--- config.mk ---
export PLATFORM = sky130hd
export DESIGN_NAME = xorshift_range_random_top
export DESIGN_NICKNAME = d
export VERILOG_FILES = /design/src/rtl/core/xrr_pkg.sv /design/src/rtl/core/xrr_gen.sv /design/src/rtl/core/xrr_mod.sv /design/src/rtl/core/xorshift_range_random_top.sv
export SDC_FILE = /design/constraint.sdc
export NUM_CORES = 1
export LEC_CHECK = 0
export BUFFER_PORTS_ARGS = -buffer_cell sky130_fd_sc_hd__buf_4
export CORE_ASPECT_RATIO = 1.2
export CORE_MARGIN = 2
export CORE_UTILIZATION = 50
export CTS_CLUSTER_DIAMETER = 100
export DETAILED_ROUTE_END_ITERATION = 12
export GPL_ROUTABILITY_DRIVEN = 0
export PLACE_DENSITY = 0.75
export SYNTH_ARGS = -nofsm -noshare
export SYNTH_HDL_FRONTEND = slang
export SYNTH_SLANG_ARGS = --single-unit
--- constraint.sdc ---
create_clock -name i_clk -period 6.95 [get_ports i_clk]
set_input_delay 0.695 -clock i_clk [delete_from_list [all_inputs] [get_ports i_clk]]
set_output_delay 0.695 -clock i_clk [all_outputs]
set_load 0.02 [all_outputs]
--- src/rtl/core/xrr_pkg.sv ---
`timescale 1ns / 1ps
// Shared types and constants for the xorshift range random block.
// No dependencies.
package xrr_pkg;

    localparam int unsigned WORD_W  = 32;
    localparam int unsigned SPAN_W  = 31;
    localparam int unsigned SHIFT_A = 13;
    localparam int unsigned SHIFT_B = 17;
    localparam int unsigned SHIFT_C = 5;

    localparam logic [WORD_W-1:0] ALL_ONES = 32'hFFFF_FFFF;
    localparam logic [WORD_W-1:0] SEED_ONE = 32'h0000_0001;

    localparam logic CMD_RAW    = 1'b0;
    localparam logic CMD_RANGED = 1'b1;

    typedef struct packed {
        logic              start;
        logic [WORD_W-1:0] dividend;
        logic [SPAN_W-1:0] divisor;
    } t_div_req;

endpackage

--- src/rtl/core/xrr_gen.sv ---
`timescale 1ns / 1ps
// Xorshift32 generator state register (shifts 13, 17, 5) with seed load.
// Depends on xrr_pkg.
module xrr_gen (
    input  logic                        i_clk,
    input  logic                        i_rst_n,
    input  logic                        i_seed_we,
    input  logic [xrr_pkg::WORD_W-1:0]  i_seed,
    input  logic                        i_step,
    output logic [xrr_pkg::WORD_W-1:0]  o_state
);

    logic [xrr_pkg::WORD_W-1:0] r_state;
    logic [xrr_pkg::WORD_W-1:0] n_state;
    logic [xrr_pkg::WORD_W-1:0] w_x1;
    logic [xrr_pkg::WORD_W-1:0] w_x2;
    logic [xrr_pkg::WORD_W-1:0] w_x3;

    always_comb begin
        w_x1 = r_state ^ (r_state << xrr_pkg::SHIFT_A);
        w_x2 = w_x1 ^ (w_x1 >> xrr_pkg::SHIFT_B);
        w_x3 = w_x2 ^ (w_x2 << xrr_pkg::SHIFT_C);
        n_state = r_state;
        if (i_seed_we) begin
            n_state = (i_seed == '0) ? xrr_pkg::SEED_ONE : i_seed;
        end else if (i_step) begin
            n_state = w_x3;
        end
    end

    always_ff @(posedge i_clk) begin
        if (!i_rst_n) begin
            r_state <= xrr_pkg::SEED_ONE;
        end else begin
            r_state <= n_state;
        end
    end

    assign o_state = r_state;

endmodule

--- src/rtl/core/xrr_mod.sv ---
`timescale 1ns / 1ps
// Bit-serial restoring remainder unit: 32-bit dividend, 31-bit divisor,
// one quotient bit per cycle. Depends on xrr_pkg.
module xrr_mod (
    input  logic                        i_clk,
    input  logic                        i_rst_n,
    input  xrr_pkg::t_div_req           i_req,
    output logic                        o_done,
    output logic [xrr_pkg::SPAN_W-1:0]  o_rem
);

    localparam int unsigned CNT_W = $clog2(xrr_pkg::WORD_W);

    logic                        r_busy;
    logic                        n_busy;
    logic                        r_done;
    logic                        n_done;
    logic [CNT_W-1:0]            r_cnt;
    logic [CNT_W-1:0]            n_cnt;
    logic [xrr_pkg::WORD_W-1:0]  r_dvd;
    logic [xrr_pkg::WORD_W-1:0]  n_dvd;
    logic [xrr_pkg::SPAN_W-1:0]  r_rem;
    logic [xrr_pkg::SPAN_W-1:0]  n_rem;
    logic [xrr_pkg::SPAN_W-1:0]  r_div;
    logic [xrr_pkg::SPAN_W-1:0]  n_div;
    logic [xrr_pkg::SPAN_W:0]    w_trial;
    logic [xrr_pkg::SPAN_W:0]    w_diff;

    always_comb begin
        w_trial = {r_rem, r_dvd[xrr_pkg::WORD_W-1]};
        w_diff  = w_trial - {1'b0, r_div};
        n_busy  = r_busy;
        n_done  = 1'b0;
        n_cnt   = r_cnt;
        n_dvd   = r_dvd;
        n_rem   = r_rem;
        n_div   = r_div;
        if (i_req.start) begin
            n_busy = 1'b1;
            n_cnt  = '0;
            n_dvd  = i_req.dividend;
            n_rem  = '0;
            n_div  = i_req.divisor;
        end else if (r_busy) begin
            n_rem = (w_trial >= {1'b0, r_div}) ? w_diff[xrr_pkg::SPAN_W-1:0]
                                               : w_trial[xrr_pkg::SPAN_W-1:0];
            n_dvd = r_dvd << 1;
            n_cnt = r_cnt + 1'b1;
            if (r_cnt == CNT_W'(xrr_pkg::WORD_W - 1)) begin
                n_busy = 1'b0;
                n_done = 1'b1;
            end
        end
    end

    always_ff @(posedge i_clk) begin
        if (!i_rst_n) begin
            r_busy <= 1'b0;
            r_done <= 1'b0;
            r_cnt  <= '0;
        end else begin
            r_busy <= n_busy;
            r_done <= n_done;
            r_cnt  <= n_cnt;
        end
    end

    always_ff @(posedge i_clk) begin
        r_dvd <= n_dvd;
        r_rem <= n_rem;
        r_div <= n_div;
    end

    assign o_done = r_done;
    assign o_rem  = r_rem;

endmodule

--- src/rtl/core/xorshift_range_random_top.sv ---
`timescale 1ns / 1ps
// Top level of the xorshift range random block: sequencer and stream ports.
// Depends on xrr_pkg, xrr_gen and xrr_mod.
//
// One request beat in, one result beat out. A raw draw (tuser 0) returns the
// next xorshift32 word. A ranged draw (tuser 1) returns low + (word mod span)
// with span = high - low + 1; it runs the shared bit-serial remainder unit
// twice, once for the rejection limit and once for the final remainder, and
// redraws the generator for each word at or above the limit. A span outside
// 1 to 2^31-1 returns 0 with the error flag set and leaves the generator
// untouched. One request is in work at a time; the result sits in an output
// register so the next request is taken while it waits. Write the seed only
// while the block is idle.
module xorshift_range_random_top (
    input  logic         i_clk,
    input  logic         i_rst_n,
    input  logic         i_seed_we,
    input  logic [31:0]  i_seed_wdata,
    input  logic         s_axis_tvalid,
    output logic         s_axis_tready,
    input  logic [63:0]  s_axis_tdata,   // low_bound [31:0], high_bound [63:32]
    input  logic         s_axis_tuser,   // cmd
    output logic         m_axis_tvalid,
    input  logic         m_axis_tready,
    output logic [31:0]  m_axis_tdata,   // value
    output logic         m_axis_tuser    // range_error
);

    localparam logic [2:0] ST_IDLE = 3'd0;
    localparam logic [2:0] ST_SPAN = 3'd1;
    localparam logic [2:0] ST_LIM  = 3'd2;
    localparam logic [2:0] ST_CHK  = 3'd3;
    localparam logic [2:0] ST_MODX = 3'd4;
    localparam logic [2:0] ST_RAW  = 3'd5;
    localparam logic [2:0] ST_OUT  = 3'd6;

    localparam int unsigned W  = xrr_pkg::WORD_W;
    localparam int unsigned SW = xrr_pkg::SPAN_W;

    logic [2:0]    r_st;
    logic [2:0]    n_st;
    logic          r_cmd;
    logic          n_cmd;
    logic [W-1:0]  r_lo;
    logic [W-1:0]  n_lo;
    logic [W-1:0]  r_hi;
    logic [W-1:0]  n_hi;
    logic [SW-1:0] r_span;
    logic [SW-1:0] n_span;
    logic [W-1:0]  r_limit;
    logic [W-1:0]  n_limit;
    logic [W-1:0]  r_res;
    logic [W-1:0]  n_res;
    logic          r_err;
    logic          n_err;
    logic          r_ovld;
    logic          n_ovld;
    logic [W-1:0]  r_odata;
    logic [W-1:0]  n_odata;
    logic          r_oerr;
    logic          n_oerr;

    logic          w_step;
    logic [W-1:0]  w_gen;
    logic          w_div_done;
    logic [SW-1:0] w_rem;
    logic [W+1:0]  w_diff;
    logic          w_span_ok;
    logic          w_accept;
    xrr_pkg::t_div_req w_req;

    xrr_gen u_gen (
        .i_clk     (i_clk),
        .i_rst_n   (i_rst_n),
        .i_seed_we (i_seed_we),
        .i_seed    (i_seed_wdata),
        .i_step    (w_step),
        .o_state   (w_gen)
    );

    xrr_mod u_mod (
        .i_clk   (i_clk),
        .i_rst_n (i_rst_n),
        .i_req   (w_req),
        .o_done  (w_div_done),
        .o_rem   (w_rem)
    );

    assign s_axis_tready = (r_st == ST_IDLE);
    assign w_accept      = s_axis_tvalid && s_axis_tready;

    always_comb begin
        w_diff    = {{2{r_hi[W-1]}}, r_hi} - {{2{r_lo[W-1]}}, r_lo} + (W+2)'(1);
        w_span_ok = (w_diff[W+1:SW] == '0) && (w_diff[SW-1:0] != '0);
    end

    always_comb begin
        n_st     = r_st;
        n_cmd    = r_cmd;
        n_lo     = r_lo;
        n_hi     = r_hi;
        n_span   = r_span;
        n_limit  = r_limit;
        n_res    = r_res;
        n_err    = r_err;
        n_ovld   = r_ovld;
        n_odata  = r_odata;
        n_oerr   = r_oerr;
        w_step   = 1'b0;
        w_req    = '{start: 1'b0, dividend: xrr_pkg::ALL_ONES, divisor: r_span};

        if (r_ovld && m_axis_tready) begin
            n_ovld = 1'b0;
        end

        case (r_st)
            ST_IDLE: begin
                if (w_accept) begin
                    n_cmd = s_axis_tuser;
                    n_lo  = s_axis_tdata[W-1:0];
                    n_hi  = s_axis_tdata[2*W-1:W];
                    n_st  = ST_SPAN;
                end
            end
            ST_SPAN: begin
                if (r_cmd == xrr_pkg::CMD_RAW) begin
                    w_step = 1'b1;
                    n_st   = ST_RAW;
                end else if (!w_span_ok) begin
                    n_res = '0;
                    n_err = 1'b1;
                    n_st  = ST_OUT;
                end else begin
                    n_span = w_diff[SW-1:0];
                    w_req  = '{start: 1'b1, dividend: xrr_pkg::ALL_ONES,
                               divisor: w_diff[SW-1:0]};
                    n_st   = ST_LIM;
                end
            end
            ST_LIM: begin
                if (w_div_done) begin
                    n_limit = xrr_pkg::ALL_ONES - {1'b0, w_rem};
                    w_step  = 1'b1;
                    n_st    = ST_CHK;
                end
            end
            ST_CHK: begin
                if (w_gen >= r_limit) begin
                    w_step = 1'b1;
                end else begin
                    w_req = '{start: 1'b1, dividend: w_gen, divisor: r_span};
                    n_st  = ST_MODX;
                end
            end
            ST_MODX: begin
                if (w_div_done) begin
                    n_res = r_lo + {1'b0, w_rem};
                    n_err = 1'b0;
                    n_st  = ST_OUT;
                end
            end
            ST_RAW: begin
                n_res = w_gen;
                n_err = 1'b0;
                n_st  = ST_OUT;
            end
            ST_OUT: begin
                if (!r_ovld || m_axis_tready) begin
                    n_ovld  = 1'b1;
                    n_odata = r_res;
                    n_oerr  = r_err;
                    n_st    = ST_IDLE;
                end
            end
            default: begin
                n_st = ST_IDLE;
            end
        endcase
    end

    always_ff @(posedge i_clk) begin
        if (!i_rst_n) begin
            r_st   <= ST_IDLE;
            r_ovld <= 1'b0;
        end else begin
            r_st   <= n_st;
            r_ovld <= n_ovld;
        end
    end

    always_ff @(posedge i_clk) begin
        r_cmd   <= n_cmd;
        r_lo    <= n_lo;
        r_hi    <= n_hi;
        r_span  <= n_span;
        r_limit <= n_limit;
        r_res   <= n_res;
        r_err   <= n_err;
        r_odata <= n_odata;
        r_oerr  <= n_oerr;
    end

    assign m_axis_tvalid = r_ovld;
    assign m_axis_tdata  = r_odata;
    assign m_axis_tuser  = r_oerr;

endmodule
# == After elaboration in Yosys (flattened, before gate mapping) ==
# Index checks and enable logic that the tools add are counted.
# classes
n_addsub,6
n_lt_le_gt_ge,2
n_eq_ne,14
muxes,37
bitwise_logic,5
n_reduce_logical,20
# op_table
cell,count
two-way mux 32 bit,8
two-way mux 64 bit,3
case mux 64 bit (2 select lines),1
case mux 32 bit (3 select lines),1
bitwise XOR 32 bit,2
adder 33 x 2 -> 34 bit (second input constant),1
subtractor 32 x 32 -> 33 bit,1
adder 32 x 31 -> 32 bit,1
>= comparator 32 x 31 -> 1 bit,1
>= comparator 32 bit,1
zero test 32 bit,1
subtractor 32 x 31 -> 32 bit (first input constant),1
bitwise XOR 32 x 15 -> 32 bit,1
two-way mux 31 bit,1
nonzero test 31 bit,1
subtractor 31 bit,1
two-way mux 3 bit,7
case mux 3 bit (7 select lines),1
two-way mux 1 bit,13
equality test 3 bit (second input constant),3
inequality test 2 bit (second input constant),4
equality test 3 x 2 -> 1 bit (second input constant),2
zero test 3 bit,2
inequality test 2 x 1 -> 1 bit (second input constant),3
16 further kinds,23
# totals
register_bits,331
output_inout_bits,35
elab_cells,102

# == Depth between registers and ports, before layout ==
# Gate-level depths: netlist (run 1).
# depth
ltp_word,8
ltp_mapped,17
depth_no_buf,15

# == Hierarchy ==
# Synthesis (run 1) repeated with hierarchy kept, for this count alone.
# hier_totals
hier_cells,1859
area_unflattened_um2,20151.8
# by_module_without_submodules
module,instances,cells_each,area_per_inst_um2,seq_area_each_um2
xorshift_range_random_top,1,1065,11985.2,5875.6
xrr_mod,1,545,5793.1,2652.5
xrr_gen,1,249,2373.5,640.6

# == Worst setup path after synthesis (run 1) ==
# Ideal clock, no wire load.
# synth_timing
path_kind,register to register
from,register r_lo[1]
to,register r_err (enable)
arrival_ns,5.925
required_ns,6.476
slack_ns,0.551
path_stages_with_launch,14
n_path_buf,0
period_less_slack_ns,6.399
cell_sequence,edfxtp_1 -> ha_1 -> inv_1 -> ha_1 -> fa_1 -> xor2_1 -> or4_1 -> or3_1 -> or4_1 -> nor4b_1 -> nand4_1 -> nor4_4 -> a21oi_1 -> a21boi_0
# synth_between
elab_chain_len,6
elab_cells_between_ends,7
cone_classes,2 x add/sub; 1 x eq/ne; 4 x reduce/logical
# synth_lines
item,line_no,rtl
"start, declared",xorshift_range_random_top.sv:44,logic [W-1:0] r_lo;
"start signal, assigned",xorshift_range_random_top.sv:193,r_lo <= n_lo;
subtractor 32 x 32 -> 33 bit,xorshift_range_random_top.sv:93,"w_diff = {{2{r_hi[W-1]}}, r_hi} - {{2{r_lo[W-1]}}, r_lo} + (W+2)'(1);"
adder 33 x 2 -> 34 bit,xorshift_range_random_top.sv:93,
net w_diff[3],xorshift_range_random_top.sv:67,logic [W+1:0] w_diff;
nonzero test 31 bit,xorshift_range_random_top.sv:94,w_span_ok = (w_diff[W+1:SW] == '0) && (w_diff[SW-1:0] != '0);
logical AND 1 bit,xorshift_range_random_top.sv:94,
inequality test 2 bit (no source line),-,
AND reduction 4 bit (no source line),-,
"end signal, assigned",xorshift_range_random_top.sv:198,r_err <= n_err;
"end, declared",xorshift_range_random_top.sv:54,logic r_err;
# The timed path passes the listed nets, and every way through them passes these cells.
# A chain may end at the register's enable or synchronous reset.

# == Worst setup path after layout (run 1) ==
# layout_timing
from,register r_lo[1]
to,register u_mod.r_dvd[29] in the netlist's numbering (enable)
# layout_between
elab_chain_len,8
elab_cells_between_ends,9
cone_classes,2 x add/sub; 3 x mux; 4 x reduce/logical
# layout_lines
item,line_no,rtl
subtractor 32 x 32 -> 33 bit,xorshift_range_random_top.sv:93,
adder 33 x 2 -> 34 bit,xorshift_range_random_top.sv:93,
net w_diff[3],xorshift_range_random_top.sv:67,
nonzero test 31 bit,xorshift_range_random_top.sv:94,
logical AND 1 bit,xorshift_range_random_top.sv:94,
two-way mux 64 bit,xorshift_range_random_top.sv:129,end else if (!w_span_ok) begin
two-way mux 64 bit,xorshift_range_random_top.sv:126,if (r_cmd == xrr_pkg::CMD_RAW) begin
case mux 64 bit (2 select lines),xorshift_range_random_top.sv:116,case (r_st)
nonzero test 2 bit (no source line),-,
"end signal, assigned",xrr_mod.sv:69,r_dvd <= n_dvd;
"end, declared",xrr_mod.sv:20,logic [xrr_pkg::WORD_W-1:0] r_dvd;
# The timed path passes the listed nets, and every way through them passes these cells.

==> summary.txt, run 1 <==
Outcome
  • Status: completed

Global routing
  • Remaining global-route overflow: 0
  • Overall routing resource usage: 22.4%
  • Antenna violations before repair: 0
  • Pin count of the biggest net entering global routing: 69
  • First-pass GRT wire length: 73,600 um
  • Vias in the first global route: 14,300

Logic synthesis
  • Yosys warns: 0
  • Sequential cell area fraction in the yosys report: 46.5%
  • Syn_area_per_cell: 10.5 sq um
  • Mapped Area: 0.0197 sq mm
  • Unique cell type count in the Yosys netlist: 79
  • Post-synthesis mux area share: 2.84%
  • Fraction of the mapped netlist area in adder cells: 10.4%
  • Top_reg_cell synth: edfxtp_1
  • Largest family of logic cells by synthesized area: compound AO/OA/AOI/OAI gates
  • Syn Inst Count: 1,873
  • Ys async rst share: 0%
  • EDFF count, synth: 256
  • FF+latch count, synth: 330
  • Post-Synth Simple-Gate Area: 12.1%
  • Synth Area in Compound Gates: 17.7%
  • Syn_nets: 2,137
  • Post-Synth XOR/XNOR Area: 5.73%

Cells and area
  • Layout cell share with drive strength beyond 1: 15.0%
  • Final Instance Area: 0.0224 sq mm
  • Commonest cells after routing, fill and taps aside: edfxtp_1 (256), ha_1 (159), buf_4 (152), inv_1 (146), nor2_1 (131)
  • Most common cell after layout, fill and taps aside: edfxtp_1
  • Area of the multi-input gates: 0.00968 sq mm
  • Nets: 2,238
  • Layout area overhead: 13.7%
  • Reg area: 0.00917 sq mm
  • Fillers: 3,258
  • Ant. Diodes: 0

Place
  • Buffers added on ports: 136
  • DP HPWL: 34,100 um
  • Pre-CTS setup slack: 1230 ps
  • DP Area: 0.0212 sq mm

Worst setup path
  • Critical path data arrival time: 6050 ps
  • Critical R2R Launch: r_lo[1]$_DFFE_PP_
  • Critical path capture point type: flop
  • Largest fanout on the critical path: 63
  • Reg2reg path depth: 15
  • Crit path kind: reg -> reg
  • Reg2reg end: u_mod.r_dvd[29]$_DFFE_PP_
  • Critical Path RT: 7210 ps
  • CP startpoint kind: flop
  • Reg2Reg Setup Slack: 1170 ps

Routing
  • Antenna Nets Post-Route: 0
  • Vias per cell: 5.78
  • Routed Wire Length: 46,000 um
  • Drt pass-1 iters: 8
  • DR vias: 14,600
  • 1st-iter DRT viols: 880
  • DRC: 0
  • WL/cell: 18.2 um

Timing
  • Max-slew headroom: 26.4%
  • Fin crit period: 5780 ps
  • Final worst-path cycle share: 83.2%
  • Max Transition Viols Final: 0
  • Final setup fails: 0
  • Fin Setup TNS: 0 ps
  • PnR worst setup slack: 1170 ps
  • Final hold vios: 0
  • Max Fclk: 173 MHz
  • Worst-Margin Slew: 1100 ps
  • Final hold slack: 336 ps
  • Clock Skew: 18.4 ps
  • RSZ-0062 raised after global routing: no

Clock network
  • Post-CTS setup buffers: 0
  • Resized Gates After CTS: 0
  • Cts-stage hold buffer count: 0
  • Max Root-Sink Buffers: 3
  • Clock latency on the worst-skew pair: 540 ps
  • Root buf cell: clkbuf_16
  • H-Tree Depth: 2
  • Number of buffers created by CTS: 37
  • # clock sinks: 330
  • Reg clk slew, reported paths: 60 ps
  • CTS tree: yes

Worst hold path
  • Worst Hold Depth: 1
  • Worst hold path startpoint: s_axis_tdata[41]
  • Hold worst-path end: r_hi[9]$_DFFE_PP_
  • Worst Hold Class: in -> reg

Die
  • Core Region: 0.0388 sq mm
  • Die width: 185 um
  • Die Ht: 222 um
  • IO Count: 137
  • Cell Rows: 79
  • Die footprint: 0.0411 sq mm
  • Initial core utilization: 50.8%

Pwr
  • Static Leak: 0.00911 uW
  • PD cells: 382 mW/mm^2
  • IR drop worst, VDD: 238 uV

Flow run
  • Max Cap Viol: 0
metal layers:
metal | part of all wire (%) | track usage, % | wire, um | vias to the layer above
li1 | - | - | - | 7111
met1 | 43 | 29.2 | 19800 | 6929
met2 | 48 | 37.3 | 22100 | 454
met3 | 5.1 | 3.02 | 2350 | 129
met4 | 3.9 | 9.37 | 1810 | 0
met5 | 0 | 0 | 0 | -
logic make-up (layout without fill, tap and decap cells):
| family | after synthesis | after routing |
|---|---|---|
| fa+ha+maj | 162 | 162 |
| compound gates | 499 | 499 |
| simple gates | 462 | 462 |
| xor+xnor | 129 | 129 |
| mux | 52 | 52 |
| buf+inv | 239 | 368 |
| flops | 330 | 330 |
power by group:
part	switching (uW)	total, uW	internal (uW)
logic	2280	3800	1520
clock network	782	1950	1170
registers	247	2820	2570
critical path, cell delays in order (launching register included):
cell	delay, ps
edfxtp_1	450
ha_1	310
inv_1	40
ha_1	250
fa_1	460
xor2_1	210
or4_1	430
or3_1	400
or4_1	550
nor4b_1	350
nand4_1	230
nor4_4	290
a211oi_4	120
buf_4	390
or3_1	680
buf_4	330
flip-flops by register name (all words and copies together) (netlist names), 3 cells and up:
name,flops
u_mod.r_cnt,5
u_mod.r_dvd,32
r_hi,32
r_limit,31
m_axis_tdata,32
r_res,32
u_gen.o_state,32
u_mod.o_rem,31
u_mod.r_div,31
r_st,3
r_lo,32
r_span,31
worst max-delay path by stage:
| stage | startpoint | to | slack (ps) | cells past startpoint |
|---|---|---|---|---|
| floorplan | r_lo[1]$_DFFE_PP_ | r_err$_DFFE_PP_ | 550 | 13 |
| global placement | r_lo[1]$_DFFE_PP_ | u_mod.r_dvd[23]$_DFFE_PP_ | 1320 | 15 |
| detailed placement | r_lo[1]$_DFFE_PP_ | u_mod.r_dvd[23]$_DFFE_PP_ | 1230 | 15 |
| CTS | r_lo[1]$_DFFE_PP_ | u_mod.r_dvd[17]$_DFFE_PP_ | 1180 | 15 |
| global route | r_lo[1]$_DFFE_PP_ | u_mod.r_dvd[29]$_DFFE_PP_ | 960 | 15 |
| finish | r_lo[1]$_DFFE_PP_ | u_mod.r_dvd[29]$_DFFE_PP_ | 1170 | 15 |
cells in the mapped netlist, drive strengths merged (4+ instances only):
| cell | count | area [sq um] |
|---|---|---|
| edfxtp | 256 | 7690 |
| ha | 159 | 1990 |
| inv | 147 | 552 |
| nor2 | 131 | 492 |
| a21oi | 123 | 616 |
| o21ai | 109 | 553 |
| xnor2 | 84 | 736 |
| nand2 | 79 | 297 |
| clkbuf | 75 | 282 |
| dfxtp | 74 | 1480 |
| nand2b | 67 | 419 |
| a21o | 47 | 353 |
| nor3 | 47 | 240 |
| xor2 | 45 | 394 |
| mux2 | 32 | 360 |
| o22a | 31 | 272 |
| a31oi | 30 | 194 |
| o21a | 29 | 218 |
| a2111oi | 26 | 354 |
| or3 | 26 | 163 |
| nand3 | 24 | 120 |
| nor4 | 24 | 240 |
| mux2i | 20 | 200 |
| nand4 | 19 | 119 |
| and2 | 15 | 93.8 |
| buf | 15 | 98.8 |
| o311a | 15 | 150 |
| o21bai | 13 | 97.6 |
| a211oi | 10 | 80.1 |
| a311oi | 9 | 78.8 |
| and3 | 8 | 50.1 |
| o211ai | 8 | 60.1 |
| nor2b | 7 | 43.8 |
| a211o | 6 | 52.6 |
| a221oi | 5 | 56.3 |
| a31o | 5 | 43.8 |
| o31ai | 5 | 37.5 |
| a311o | 4 | 40.0 |
| or2 | 4 | 25.0 |
stage by stage:
step | std cells | utilization [%] | power [uW]
detailed placement | 2461 | 54.6 | 6570
finish | 2528 | 57.7 | 8570
global placement | 2461 | 54.6 | 6460
CTS | 2528 | 57.7 | 8570
global route | 2528 | 57.7 | 9120
floorplan | 1873 | - | 5640
cell type report:
cell class,count,share of cell area (%)
clock buffer,46,4.28
clock inverter,21,1.10
inverter,149,2.49
multi-input combinational,1304,43.2
sequential,330,40.9
tap,526,2.94
timing repair buffer,152,5.09
Note: power is estimated with default switching activity, not from simulation.
==> inputs of run 2 (changes only) <==
==> constraint.sdc (replaced) <==
create_clock -name i_clk -period 5.6 [get_ports i_clk]
set_input_delay 0.56 -clock i_clk [delete_from_list [all_inputs] [get_ports i_clk]]
set_output_delay 0.56 -clock i_clk [all_outputs]
set_load 0.02 [all_outputs]
==> summary.txt, run 2 (same netlist as run 1, synthesis figures left out) <==
Place
  • DP HPWL: 34,200 um (+0.33%)
  • DP Area: 0.0213 sq mm (+0.52%)
  • Buffers added on ports: 136 (unchanged)

Die
  • Die footprint: 0.0411 sq mm (unchanged)
  • Cell Rows: 79 (unchanged)
  • Die Ht: 222 um (unchanged)
  • Die width: 185 um (unchanged)
  • IO Count: 137 (unchanged)
  • Initial core utilization: 50.8% (unchanged)
  • Core Region: 0.0388 sq mm (unchanged)

Clock network
  • Clock latency on the worst-skew pair: 540 ps (about the same)
  • Number of buffers created by CTS: 36 (-2.7%)
  • Post-CTS setup buffers: 0 (unchanged)
  • Cts-stage hold buffer count: 0 (unchanged)
  • CTS tree: yes
  • Max Root-Sink Buffers: 3 (unchanged)
  • H-Tree Depth: 2 (unchanged)
  • Root buf cell: clkbuf_16
  • Reg clk slew, reported paths: 60 ps (about the same)
  • # clock sinks: 330 (unchanged)
  • Resized Gates After CTS: 0 (unchanged)

Cells and area
  • Ant. Diodes: 0 (unchanged)
  • Area of the multi-input gates: 0.00968 sq mm (unchanged)
  • Layout cell share with drive strength beyond 1: 15.7% (+0.71 points)
  • Nets: 2,250 (+0.54%)
  • Commonest cells after routing, fill and taps aside: edfxtp_1 (256), buf_4 (164), ha_1 (159), inv_1 (146), nor2_1 (131)
  • Fillers: 3,263 (+0.15%)
  • Reg area: 0.00917 sq mm (unchanged)
  • Most common cell after layout, fill and taps aside: edfxtp_1
  • Final Instance Area: 0.0225 sq mm (+0.42%)
  • Layout area overhead: 14.1%

Routing
  • M1 wire length: 19,900 um (+0.86%)
  • Routed wl met3: 2760 um (+17%)
  • WL/cell: 18.3 um (+0.43%)
  • DRC: 0 (unchanged)
  • Drt pass-1 iters: 5 (-3)
  • 1st-iter DRT viols: 1,116 (+27%)
  • Vias per cell: 5.82 (+0.64%)
  • Antenna Nets Post-Route: 0 (unchanged)
  • Routed Wire Length: 46,400 um (+0.90%)
  • DR vias: 14,800 (+1.1%)
  • DR top layer: met4
  • Met2 routed WL: 22,300 um (+0.89%)

Global routing
  • Remaining global-route overflow: 0 (unchanged)
  • Antenna violations before repair: 0 (unchanged)
  • Pin count of the biggest net entering global routing: 71 (+2.9%)
  • Vias in the first global route: 14,200 (-0.71%)
  • First-pass GRT wire length: 73,500 um (about the same)
  • Overall routing resource usage: 22.4% (+0.023 points)

Timing
  • Fin Setup TNS: 0 ps (unchanged)
  • Max Fclk: 193 MHz (+12%)
  • RSZ-0062 raised after global routing: no
  • Max Transition Viols Final: 0 (unchanged)
  • Final hold slack: 197 ps (-139 ps)
  • Fin crit period: 5180 ps (-600 ps)
  • Max-slew headroom: 28.2% (+1.8 points)
  • Final worst-path cycle share: 92.6% (+9.3 points)
  • Clock Skew: 21.8 ps (+3.40 ps)
  • Final hold vios: 0 (unchanged)
  • Final setup fails: 0 (unchanged)
  • Worst-Margin Slew: 1070 ps (-25.8 ps)

Flow run
  • Max Cap Viol: 0 (unchanged)

Worst setup path
  • Reg2reg path depth: 15 (unchanged)
  • Crit path kind: reg -> reg
  • CP startpoint kind: flop
  • Critical Path RT: 5880 ps (-1330 ps)
  • Critical path data arrival time: 5460 ps (-590 ps)
  • Largest fanout on the critical path: 46 (-27%)
  • Critical path capture point type: flop

Pwr
  • Static Leak: 0.00918 uW (+0.76%)
  • IR drop worst, VDD: 297 uV (+25%)
  • PD cells: 471 mW/mm^2 (+23%)

Worst hold path
  • Worst Hold Depth: 1 (unchanged)
  • Worst Hold Class: in -> reg

Outcome
  • Status: completed
run 2: worst max-delay path, cell delays in order (launching register included):
cell	delay, ps
edfxtp_1	450
ha_1	320
inv_1	40
ha_1	230
fa_1	430
a21o_1	240
a221oi_2	320
o21a_1	220
o21ai_1	180
o21ai_2	310
o21ai_0	140
xnor2_1	320
a2111oi_2	130
a211oi_4	590
buf_4	600
mux2_2	390
run 2: area by class of cell:
class                   instances  area share [%]
multi-input cells            1304            43.0
flip-flops and latches        330            40.7
repair buffers                165            5.56
clock buffers                  43            4.45
well taps                     526            2.92
inverters                     149            2.48
clock inverters                23           0.839
run 2: per-stage QoR:
stage	utilization (%)	cells	power, uW	setup slack (ps)
final	58.0	2540	10600	416
after global routing	58.0	2540	11300	153
after CTS	58.0	2540	10600	450
after detailed placement	54.9	2474	8170	463
after global placement	54.9	2474	8050	614
after floorplan	-	1873	7000	97.9
run 2: path summary, 6_finish.rpt:
kind | start | to | slack, ps
setup reg to reg | r_lo[1]$_DFFE_PP_ | u_mod.r_div[28]$_DFFE_PP_ | 420
hold / removal | s_axis_tuser | r_cmd$_DFFE_PP_ | 200
setup / recovery | r_lo[1]$_DFFE_PP_ | u_mod.r_div[28]$_DFFE_PP_ | 420
hold reg to reg | r_res[7]$_DFFE_PP_ | m_axis_tdata[7]$_DFFE_PP_ | 420
run 2: layer usage:
layer / vias up / GRT usage [%]
li1: 7121 / -
met1: 7047 / 29.4
met2: 518 / 37.8
met3: 100 / 3.24
met4: 0 / 7.68
met5: - / 0
run 2: report_power, final:
group          leakage [uW]  internal, uW  switching [uW]
Combinational       0.00563          1890            2850
Sequential          0.00296          3190             296
Clock              0.000590          1380             995
Total               0.00918          6460            4150
